$ cat config.mk
export PLATFORM = sky130hd
export DESIGN_NAME = sync_framed_packet_parser_fletcher
export DESIGN_NICKNAME = d
export VERILOG_FILES = /design/src/rtl/core/sfpp_pkg.sv /design/src/rtl/core/sfpp_parse.sv /design/src/rtl/core/sfpp_out_reg.sv /design/src/rtl/core/sync_framed_packet_parser_fletcher.sv
export SDC_FILE = /design/constraint.sdc
export NUM_CORES = 1
export LEC_CHECK = 0
export ABC_AREA = 1
export BUFFER_PORTS_ARGS = -buffer_cell sky130_fd_sc_hd__buf_4
export CAP_MARGIN = 15
export CORE_MARGIN = 1.5
export CORE_UTILIZATION = 45
export CTS_CLUSTER_DIAMETER = 100
export CTS_CLUSTER_SIZE = 20
export DETAILED_ROUTE_END_ITERATION = 10
export PLACE_DENSITY = 0.73
export RECOVER_POWER = 50
export REMOVE_ABC_BUFFERS = 1
export SYNTH_ARGS = -nofsm -noshare
export SYNTH_HDL_FRONTEND = slang
export SYNTH_SLANG_ARGS = --single-unit
export TNS_END_PERCENT = 20
$ cat constraint.sdc
create_clock -name clock -period 5.5 [get_ports clock]
set_input_delay 0.825 -clock clock [delete_from_list [all_inputs] [get_ports clock]]
set_output_delay 0.825 -clock clock [all_outputs]
set_load 0.1 [all_outputs]
$ cat src/rtl/core/sfpp_pkg.sv
`timescale 1ns / 1ps

package sfpp_pkg;

   localparam int unsigned BYTE_W      = 8;
   localparam int unsigned CSR_INDEX_W = 1;

   // Configuration register indexes
   localparam logic [CSR_INDEX_W-1:0] CSR_SYNC_FIRST  = 1'b0;
   localparam logic [CSR_INDEX_W-1:0] CSR_SYNC_SECOND = 1'b1;

   localparam logic [BYTE_W-1:0] SYNC_FIRST_RESET  = 8'h75;
   localparam logic [BYTE_W-1:0] SYNC_SECOND_RESET = 8'h65;

   typedef enum logic [6:0] {
      PH_HUNT0 = 7'b0000001,
      PH_HUNT1 = 7'b0000010,
      PH_SET   = 7'b0000100,
      PH_LEN   = 7'b0001000,
      PH_PAY   = 7'b0010000,
      PH_CHK0  = 7'b0100000,
      PH_CHK1  = 7'b1000000
   } phase_type;

   typedef struct packed {
      logic [BYTE_W-1:0] out_byte;
      logic              is_payload;
      logic [BYTE_W-1:0] payload_index;
      logic              packet_done;
      logic              checksum_ok;
      logic [BYTE_W-1:0] descriptor_set;
      logic [BYTE_W-1:0] payload_length;
   } rsp_type;

endpackage

$ cat src/rtl/core/sfpp_parse.sv
`timescale 1ns / 1ps

module sfpp_parse (
   input  logic                        clock,
   input  logic                        reset,
   input  logic [sfpp_pkg::BYTE_W-1:0] sync_first,
   input  logic [sfpp_pkg::BYTE_W-1:0] sync_second,
   input  logic                        take,
   input  logic [sfpp_pkg::BYTE_W-1:0] rx_byte,
   output sfpp_pkg::rsp_type           result
);
   import sfpp_pkg::*;

   phase_type         phase_ff, phase_in;
   logic [BYTE_W-1:0] descriptor_ff, descriptor_in;
   logic [BYTE_W-1:0] length_ff, length_in;
   logic [BYTE_W-1:0] count_ff, count_in;
   logic [BYTE_W-1:0] sum_a_ff, sum_a_in;
   logic [BYTE_W-1:0] sum_b_ff, sum_b_in;
   logic [BYTE_W-1:0] check_high_ff, check_high_in;
   logic [BYTE_W-1:0] acc_a, acc_b, count_inc;

   assign acc_a     = sum_a_ff + rx_byte;
   assign acc_b     = sum_b_ff + acc_a;
   assign count_inc = count_ff + 8'd1;

   always_comb begin
      phase_in      = phase_ff;
      descriptor_in = descriptor_ff;
      length_in     = length_ff;
      count_in      = count_ff;
      sum_a_in      = sum_a_ff;
      sum_b_in      = sum_b_ff;
      check_high_in = check_high_ff;
      result        = '0;
      result.out_byte = rx_byte;

      case (phase_ff)
         PH_HUNT1: begin
            if (rx_byte == sync_second) begin
               sum_a_in = acc_a;
               sum_b_in = acc_b;
               phase_in = PH_SET;
            end else begin
               // drop back; the missed byte is not retried as a first sync
               phase_in = PH_HUNT0;
            end
         end
         PH_SET: begin
            descriptor_in = rx_byte;
            sum_a_in      = acc_a;
            sum_b_in      = acc_b;
            phase_in      = PH_LEN;
         end
         PH_LEN: begin
            length_in = rx_byte;
            count_in  = '0;
            sum_a_in  = acc_a;
            sum_b_in  = acc_b;
            phase_in  = (rx_byte == '0) ? PH_CHK0 : PH_PAY;
         end
         PH_PAY: begin
            result.is_payload    = 1'b1;
            result.payload_index = count_ff;
            sum_a_in = acc_a;
            sum_b_in = acc_b;
            count_in = count_inc;
            if (count_inc >= length_ff) begin
               phase_in = PH_CHK0;
            end
         end
         PH_CHK0: begin
            check_high_in = rx_byte;
            phase_in      = PH_CHK1;
         end
         PH_CHK1: begin
            result.packet_done = 1'b1;
            result.checksum_ok = (check_high_ff == sum_a_ff) && (rx_byte == sum_b_ff);
            phase_in = PH_HUNT0;
         end
         default: begin
            // hunting for the first sync byte
            if (rx_byte == sync_first) begin
               descriptor_in = '0;
               length_in     = '0;
               count_in      = '0;
               check_high_in = '0;
               sum_a_in      = rx_byte;
               sum_b_in      = rx_byte;
               phase_in      = PH_HUNT1;
            end else begin
               phase_in = PH_HUNT0;
            end
         end
      endcase

      result.descriptor_set = descriptor_in;
      result.payload_length = length_in;
   end

   always_ff @(posedge clock) begin
      if (reset) begin
         phase_ff      <= PH_HUNT0;
         descriptor_ff <= '0;
         length_ff     <= '0;
         count_ff      <= '0;
         sum_a_ff      <= '0;
         sum_b_ff      <= '0;
         check_high_ff <= '0;
      end else if (take) begin
         phase_ff      <= phase_in;
         descriptor_ff <= descriptor_in;
         length_ff     <= length_in;
         count_ff      <= count_in;
         sum_a_ff      <= sum_a_in;
         sum_b_ff      <= sum_b_in;
         check_high_ff <= check_high_in;
      end
   end

`ifndef SYNTH
   a_chk1_returns_to_hunt: assert property (@(posedge clock) disable iff (reset)
      (take && phase_ff == PH_CHK1) |=> (phase_ff == PH_HUNT0))
      else $error("phase did not return to hunting after the checksum");

   a_pay_count_in_range: assert property (@(posedge clock) disable iff (reset)
      (phase_ff == PH_PAY) |-> (count_ff < length_ff))
      else $error("payload count reached the held length inside the payload");

   a_pay_nonzero_length: assert property (@(posedge clock) disable iff (reset)
      (phase_ff == PH_PAY) |-> (length_ff != '0))
      else $error("payload phase entered with a zero length");
`endif

endmodule

$ cat src/rtl/core/sfpp_out_reg.sv
`timescale 1ns / 1ps

module sfpp_out_reg (
   input  logic              clock,
   input  logic              reset,
   input  logic              load,
   input  sfpp_pkg::rsp_type result,
   input  logic              out_stall,
   output logic              out_valid,
   output sfpp_pkg::rsp_type out_data
);
   import sfpp_pkg::*;

   logic    valid_ff, valid_in;
   rsp_type data_ff;

   // hold while the beat waits on a stall, otherwise take whatever arrives
   assign valid_in = (valid_ff && out_stall) ? 1'b1 : load;

   always_ff @(posedge clock) begin
      if (reset) begin
         valid_ff <= 1'b0;
      end else begin
         valid_ff <= valid_in;
      end
   end

   always_ff @(posedge clock) begin
      if (load) begin
         data_ff <= result;
      end
   end

   assign out_valid = valid_ff;
   assign out_data  = data_ff;

endmodule

$ cat src/rtl/core/sync_framed_packet_parser_fletcher.sv
`timescale 1ns / 1ps
// An accepted byte's result is registered in the output register and shows on rsp_.
// Throughput: one byte per cycle while req_stall is low; the phase, length count and
// running sums update in one pass from the input byte into the result register.
// req_stall rises only while a result sits in the output register under rsp_stall.
// Reset (synchronous, active high) returns to hunting, clears held fields and sums,
// and restores the sync bytes to 0x75 and 0x65.

module sync_framed_packet_parser_fletcher (
   input  logic                             clock,
   input  logic                             reset,
   input  logic                             csr_write_en,
   input  logic [sfpp_pkg::CSR_INDEX_W-1:0] csr_index,
   input  logic [sfpp_pkg::BYTE_W-1:0]      csr_write_data,
   input  logic                             req_valid,
   output logic                             req_stall,
   input  logic [sfpp_pkg::BYTE_W-1:0]      req_rx_byte,
   output logic                             rsp_valid,
   input  logic                             rsp_stall,
   output logic [sfpp_pkg::BYTE_W-1:0]      rsp_out_byte,
   output logic                             rsp_is_payload,
   output logic [sfpp_pkg::BYTE_W-1:0]      rsp_payload_index,
   output logic                             rsp_packet_done,
   output logic                             rsp_checksum_ok,
   output logic [sfpp_pkg::BYTE_W-1:0]      rsp_descriptor_set,
   output logic [sfpp_pkg::BYTE_W-1:0]      rsp_payload_length
);
   import sfpp_pkg::*;

   logic [BYTE_W-1:0] sync_first_ff, sync_second_ff;
   logic              take;
   rsp_type           result, out_data;

   always_ff @(posedge clock) begin
      if (reset) begin
         sync_first_ff  <= SYNC_FIRST_RESET;
         sync_second_ff <= SYNC_SECOND_RESET;
      end else if (csr_write_en) begin
         case (csr_index)
            CSR_SYNC_FIRST:  sync_first_ff  <= csr_write_data;
            CSR_SYNC_SECOND: sync_second_ff <= csr_write_data;
            default: begin
            end
         endcase
      end
   end

   assign req_stall = rsp_valid && rsp_stall;
   assign take      = req_valid && !req_stall;

   sfpp_parse u_parse (
      .clock       (clock),
      .reset       (reset),
      .sync_first  (sync_first_ff),
      .sync_second (sync_second_ff),
      .take        (take),
      .rx_byte     (req_rx_byte),
      .result      (result)
   );

   sfpp_out_reg u_out_reg (
      .clock     (clock),
      .reset     (reset),
      .load      (take),
      .result    (result),
      .out_stall (rsp_stall),
      .out_valid (rsp_valid),
      .out_data  (out_data)
   );

   assign rsp_out_byte       = out_data.out_byte;
   assign rsp_is_payload     = out_data.is_payload;
   assign rsp_payload_index  = out_data.payload_index;
   assign rsp_packet_done    = out_data.packet_done;
   assign rsp_checksum_ok    = out_data.checksum_ok;
   assign rsp_descriptor_set = out_data.descriptor_set;
   assign rsp_payload_length = out_data.payload_length;

`ifndef SYNTH
   a_accept_gives_result: assert property (@(posedge clock) disable iff (reset)
      (req_valid && !req_stall) |=> rsp_valid)
      else $error("accepted byte produced no result beat");

   a_result_flags_exclusive: assert property (@(posedge clock) disable iff (reset)
      rsp_valid |-> !(rsp_is_payload && rsp_packet_done))
      else $error("result marked both payload and packet end");

   a_stalled_beat_held: assert property (@(posedge clock) disable iff (reset)
      (rsp_valid && rsp_stall) |=> (rsp_valid && $stable(out_data)))
      else $error("stalled result beat changed or dropped");
`endif

endmodule
After elaboration in Yosys (flattened, before gate mapping)
Cells that the tools add are included.
{"block": "word_totals", "ff_bits": 107, "in_bits": 22, "output_inout_bits": 37, "wordCells": 77}
{"block": "classes", "add_sub_neg": 3, "n_lt_le_gt_ge": 1, "n_eq_ne": 12, "n_mux": 20, "bitwise_logic": 4, "reduce_logical": 20}
{"cell": "8-bit case mux with 3 select lines", "n": 3}
{"cell": "8-bit two-way mux", "n": 6}
{"cell": "8-bit case mux with 2 select lines", "n": 3}
{"cell": "7-bit case mux with 6 select lines", "n": 1}
{"cell": "8-bit == test", "n": 4}
{"cell": "8-bit adder", "n": 2}
{"cell": "5-bit OR reduction", "n": 3}
{"cell": "9-bit two-way mux", "n": 1}
{"cell": "8-bit by 1-bit adder with 8-bit output, second input constant", "n": 1}
{"cell": "8-bit >= comparator", "n": 1}
{"cell": "8-bit zero test", "n": 1}
{"cell": "7-bit by 2-bit == test with 1-bit output, second input constant", "n": 1}
{"cell": "7-bit by 3-bit == test with 1-bit output, second input constant", "n": 1}
{"cell": "7-bit by 4-bit == test with 1-bit output, second input constant", "n": 1}
{"cell": "7-bit by 5-bit == test with 1-bit output, second input constant", "n": 1}
{"cell": "7-bit by 6-bit == test with 1-bit output, second input constant", "n": 1}
{"cell": "7-bit == test, second input constant", "n": 1}
{"cell": "7-bit two-way mux", "n": 1}
{"cell": "6-bit two-way mux", "n": 1}
{"cell": "2-bit AND reduction", "n": 3}
{"cell": "3-bit AND reduction", "n": 2}
{"cell": "3-bit nonzero test", "n": 2}
{"cell": "2-bit two-way mux", "n": 2}
{"cell": "2-bit by 1-bit != test with 1-bit output, second input constant", "n": 2}
{"cell": "10 further kinds", "n": 15}

Logic depth before layout (Yosys ltp)
{"block": "logic_depth", "word_depth": 4, "ltp_mapped": 17, "ltp_nobuf": 17}

Cells and area by module
From an unflattened synthesis, not the netlist that was laid out.
{"block": "hier_totals", "cells_unflattened": 808, "hier_area_um2": 6099.6}
{"mod": "sfpp_parse", "instances": 1, "cells_each": 686, "area_each_um2": 4375.4, "seq_area_each_um2": 1101.1}
{"mod": "sfpp_out_reg", "instances": 1, "cells_each": 39, "area_each_um2": 1087.3, "seq_area_each_um2": 1071.0}
{"mod": "sync_framed_packet_parser_fletcher", "instances": 1, "cells_each": 83, "area_each_um2": 636.9, "seq_area_each_um2": 320.3}

Worst setup path before layout
No wires, ideal clock.
{"block": "synth_timing", "kind": "input to register", "startpoint": "input rsp_stall", "endpoint": "register u_out_reg.data_ff, in the netlist u_out_reg.out_data[0], enable pin", "setup_time_ns": 0.413, "arrival_ns": 2.869, "t_required_ns": 5.087, "path_slack_ns": 2.218, "path_stages": 4, "n_path_buf": 1, "cell_sequence": "nand2_1 -> inv_1 -> nor2_2 -> clkbuf_1"}
{"block": "synth_between", "elab_chain_len": 3}
{"element": "from (decl)", "line_no": "sync_framed_packet_parser_fletcher.sv:19", "source": "input logic rsp_stall,"}
{"element": "1-bit logical AND", "line_no": "sync_framed_packet_parser_fletcher.sv:48", "source": "assign req_stall = rsp_valid && rsp_stall;"}
{"element": "named net req_stall", "line_no": "sync_framed_packet_parser_fletcher.sv:16", "source": "output logic req_stall,"}
{"element": "1-bit zero test", "line_no": "sync_framed_packet_parser_fletcher.sv:49", "source": "assign take = req_valid && !req_stall;"}
{"element": "1-bit logical AND", "line_no": "sync_framed_packet_parser_fletcher.sv:49"}
{"element": "named net take", "line_no": "sync_framed_packet_parser_fletcher.sv:31", "source": "logic take;"}
{"element": "to (signal assigned)", "line_no": "sfpp_out_reg.sv:30", "source": "data_ff <= result;"}
{"element": "to (decl)", "line_no": "sfpp_out_reg.sv:15", "source": "rsp_type data_ff;"}
The timed path passes the listed nets, and every way through them passes these cells.
A chain may end at the register's enable or synchronous reset.

==> impl_results.md <==
* Outcome: finished, violations left
* Failing checks: capacitance limit, slew limit
* Nets at 893
* CORE AREA at 12800 um^2
* Maximum VDD drop at 0.000139 V
* IO Port Bufs at 58
* Seq cells post-synth at 107
* Post-Synthesis Cells at 803
* # rows at 41
* Hold Slack at 0.468 ns
* Synth area leaders: dfxtp_1 (24%), edfxtp_1 (18%), nand2_1 (13%)
* EDFF count, synth at 35
* Starting Density at 46.8%
* HP Class: flip-flop to flip-flop
* Final ANT Viol Nets at 0
* Slew @ Worst Pin at 1.55 ns
* DP HPWL at 9690 um
* Synth Warn # at 0
* Post-Syn Area per Cell at 7.45 um^2
* Initial drt markers at 389
* Max_slew headroom at -3.11%
* Int Pwr at 1.33 mW
* Maximum clock frequency at 0.303 GHz
* Async S/R FF share, synth at 0%
* Setup_tns at 0 ns
* Sequential share of the synthesized area at 41.7%
* Logic pwr share at 17.6%
* Kind of critical path: primary input to flip-flop
* Switching part of the total power at 30.5%
* Fin. Hold Viols at 0
* Max Cap Violations at 1
* Final setup vio count at 0
* Largest net degree at the start of global routing at 78
* Drt pass-1 iters at 5
* ANT cells at 0
* Vias/cell at 5.00
* Worst-path fanout max at 32
* Die height at 118 um
* Clock skew at 0.00798 ns
* Gr usage total at 19.9%
* Latest clock arrival within the worst-skew pair at 0.36 ns
* Post-CTS Hold Fix Bufs at 0
* CTS buffer count at 9
* Arrival time at the worst endpoint at 3.51 ns
* GPL Wtd Cong at 0.915
* Synthesized cell area at 5980 um^2
* Cts repair resizes at 0
* Switching Power at 585 uW
* Vias at 5112
* Die area at 14000 um^2
* Post-synthesis cell type count at 41
* Share of the synthesized area in the top cell type at 24.1%
* Finished Layout Cells at 1022
* Final Cycle Share at 60.0%
* Startpoint types: primary input
* Filler instances at 1246
* Post-CTS Setup Repair Bufs at 0
* GRT overflow at 0
* Final WS setup at 2.20 ns
* Clock Power Share at 36.6%
* Setup WS pre-CTS at 2.16 ns
* Commonest cells post-synth: nand2_1 (202), nor2_1 (111), inv_1 (91)
* Most frequent cell after synthesis: nand2_1
* Ports at 59
* First-pass GRT wire length at 22500 um
* Period minus WS final at 3.30 ns
* Critical Path Sink Type: flip-flop
* PwrDens at 289 nW/um^2
* Routed wire length at 13500 um
* Clock-pin slew on the worst setup and hold paths at 0.07 ns
* CP required at 5.71 ns
* RSZ-0062 raised after global routing: no
* Reg power frac at 45.8%
* CTS tree: yes
* Clock root cell: clkbuf_16
* LEAKAGE at 2.99 nW
* Yosys top cell by area: dfxtp_1
* Remaining DRCs at 0
* Cell count after placement at 1006
* Vias in the first global route at 4799
* Max clock buf depth at 2
* Most common flop cell mapped by yosys: dfxtp_1
* Area delta synth->final at 10.8%
* Clk sinks at 107
* Initial antenna violation count at 0
* Share of layout cells above drive strength 1 at 6.47%
* Die X-Extent at 118 um
* Final Max Slew Viols at 33
* CTS H-tree depth at 3
* Post-DR wirelength/cell at 13.2 um
worst max-delay path: stages:
cell and delay (ns):
clkbuf_1 1.09, inv_1 0.73, clkbuf_1 0.57, o21ai_0 0.21
a21oi_1 0.06
path summary, 6_finish.rpt:
path	from	to	slack, ns	cells past startpoint
setup / recovery	reset	u_parse.length_ff[0]	2.20	5
hold / removal	u_parse.check_high_ff[3]	u_parse.check_high_ff[3]	0.47	2
setup reg to reg	u_parse.phase_ff[0]	u_parse.check_high_ff[6]	2.53	11
hold reg to reg	u_parse.check_high_ff[3]	u_parse.check_high_ff[3]	0.47	2
flip-flops by register name, summed over array words and instances (netlist names):
register               flops
u_out_reg.out_data        35
sync_first_ff              8
sync_second_ff             8
u_parse.check_high_ff      8
u_parse.count_ff           8
u_parse.descriptor_ff      8
u_parse.length_ff          8
u_parse.sum_a_ff           8
u_parse.sum_b_ff           8
u_parse.phase_ff           7
u_out_reg.out_valid        1
power groups by stage:
stage	combinational, mW	sequential (mW)	clock (mW)
finish	0.337	0.878	0.703
global route	0.365	0.882	0.747
CTS	0.357	0.878	0.718
detailed placement	0.355	0.896	0
global placement	0.352	0.895	0
floorplan	0.145	1.02	0
cells in the final DEF (no fill, tap or decap), types with 2 or more instances in the layout:
cell type / synthesis / final
nand2_4: 2 / 2
clkbuf_1: 14 / 47
nand4_1: 20 / 20
edfxtp_1: 35 / 35
a21oi_1: 49 / 49
clkbuf_16: 0 / 9
a31oi_1: 2 / 2
nand2_2: 7 / 7
nor2_4: 6 / 4
nand3_2: 2 / 2
buf_4: 1 / 13
bufinv_16: 0 / 2
inv_1: 91 / 91
nand2_1: 202 / 202
inv_2: 2 / 2
fa_1: 2 / 2
inv_6: 0 / 2
nor2_1: 111 / 115
o211ai_1: 2 / 2
o21ai_0: 35 / 35
ha_1: 24 / 24
xnor2_1: 18 / 18
dfxtp_1: 72 / 72
nor3_1: 3 / 3
or2_2: 2 / 2
nor2_2: 5 / 3
nand3_1: 46 / 46
xor2_1: 20 / 20
o22ai_1: 2 / 2
and2_1: 2 / 2
metrics by stage:
stage / area, um^2 / util (%) / power (mW)
2_1_floorplan: 5840 / - / 1.16
3_3_place_gp: 6510 / 51.0 / 1.25
3_5_place_dp: 6510 / 51.0 / 1.25
4_1_cts: 6830 / 53.4 / 1.95
5_1_grt: 6630 / 51.9 / 1.99
6_report: 6630 / 51.9 / 1.92
cell families after synthesis:
| logic type | after synthesis | share of synthesized area (%) |
|---|---|---|
| AOI/OAI and AO/OA | 94 | 8.22 |
| buffers and inverters | 124 | 8.43 |
| adders and majority gates | 26 | 5.69 |
| and+or+nand+nor | 414 | 30.4 |
| xor gates and xnor gates | 38 | 5.56 |
| DFF | 107 | 41.7 |
final cells by class:
class / count / area [um^2] / share of cell area [%]
clock buffers: 10 / 229 / 3.46
clock inverters: 6 / 86.3 / 1.30
inverters: 95 / 360 / 5.44
multi-input cells: 572 / 2970 / 44.8
flip-flops and latches: 107 / 2490 / 37.6
well taps: 172 / 215 / 3.25
repair buffers: 60 / 278 / 4.19
routing by layer:
layer | vias to the layer above | part of all wire [%] | track usage, %
met3 | 21 | 3.9 | 3.23
met5 | - | 0 | 0
met1 | 2344 | 45 | 24.6
met4 | 0 | 2.5 | 9.38
li1 | 2652 | - | -
met2 | 95 | 48 | 33.9
Power figures use the tool's default switching activity.
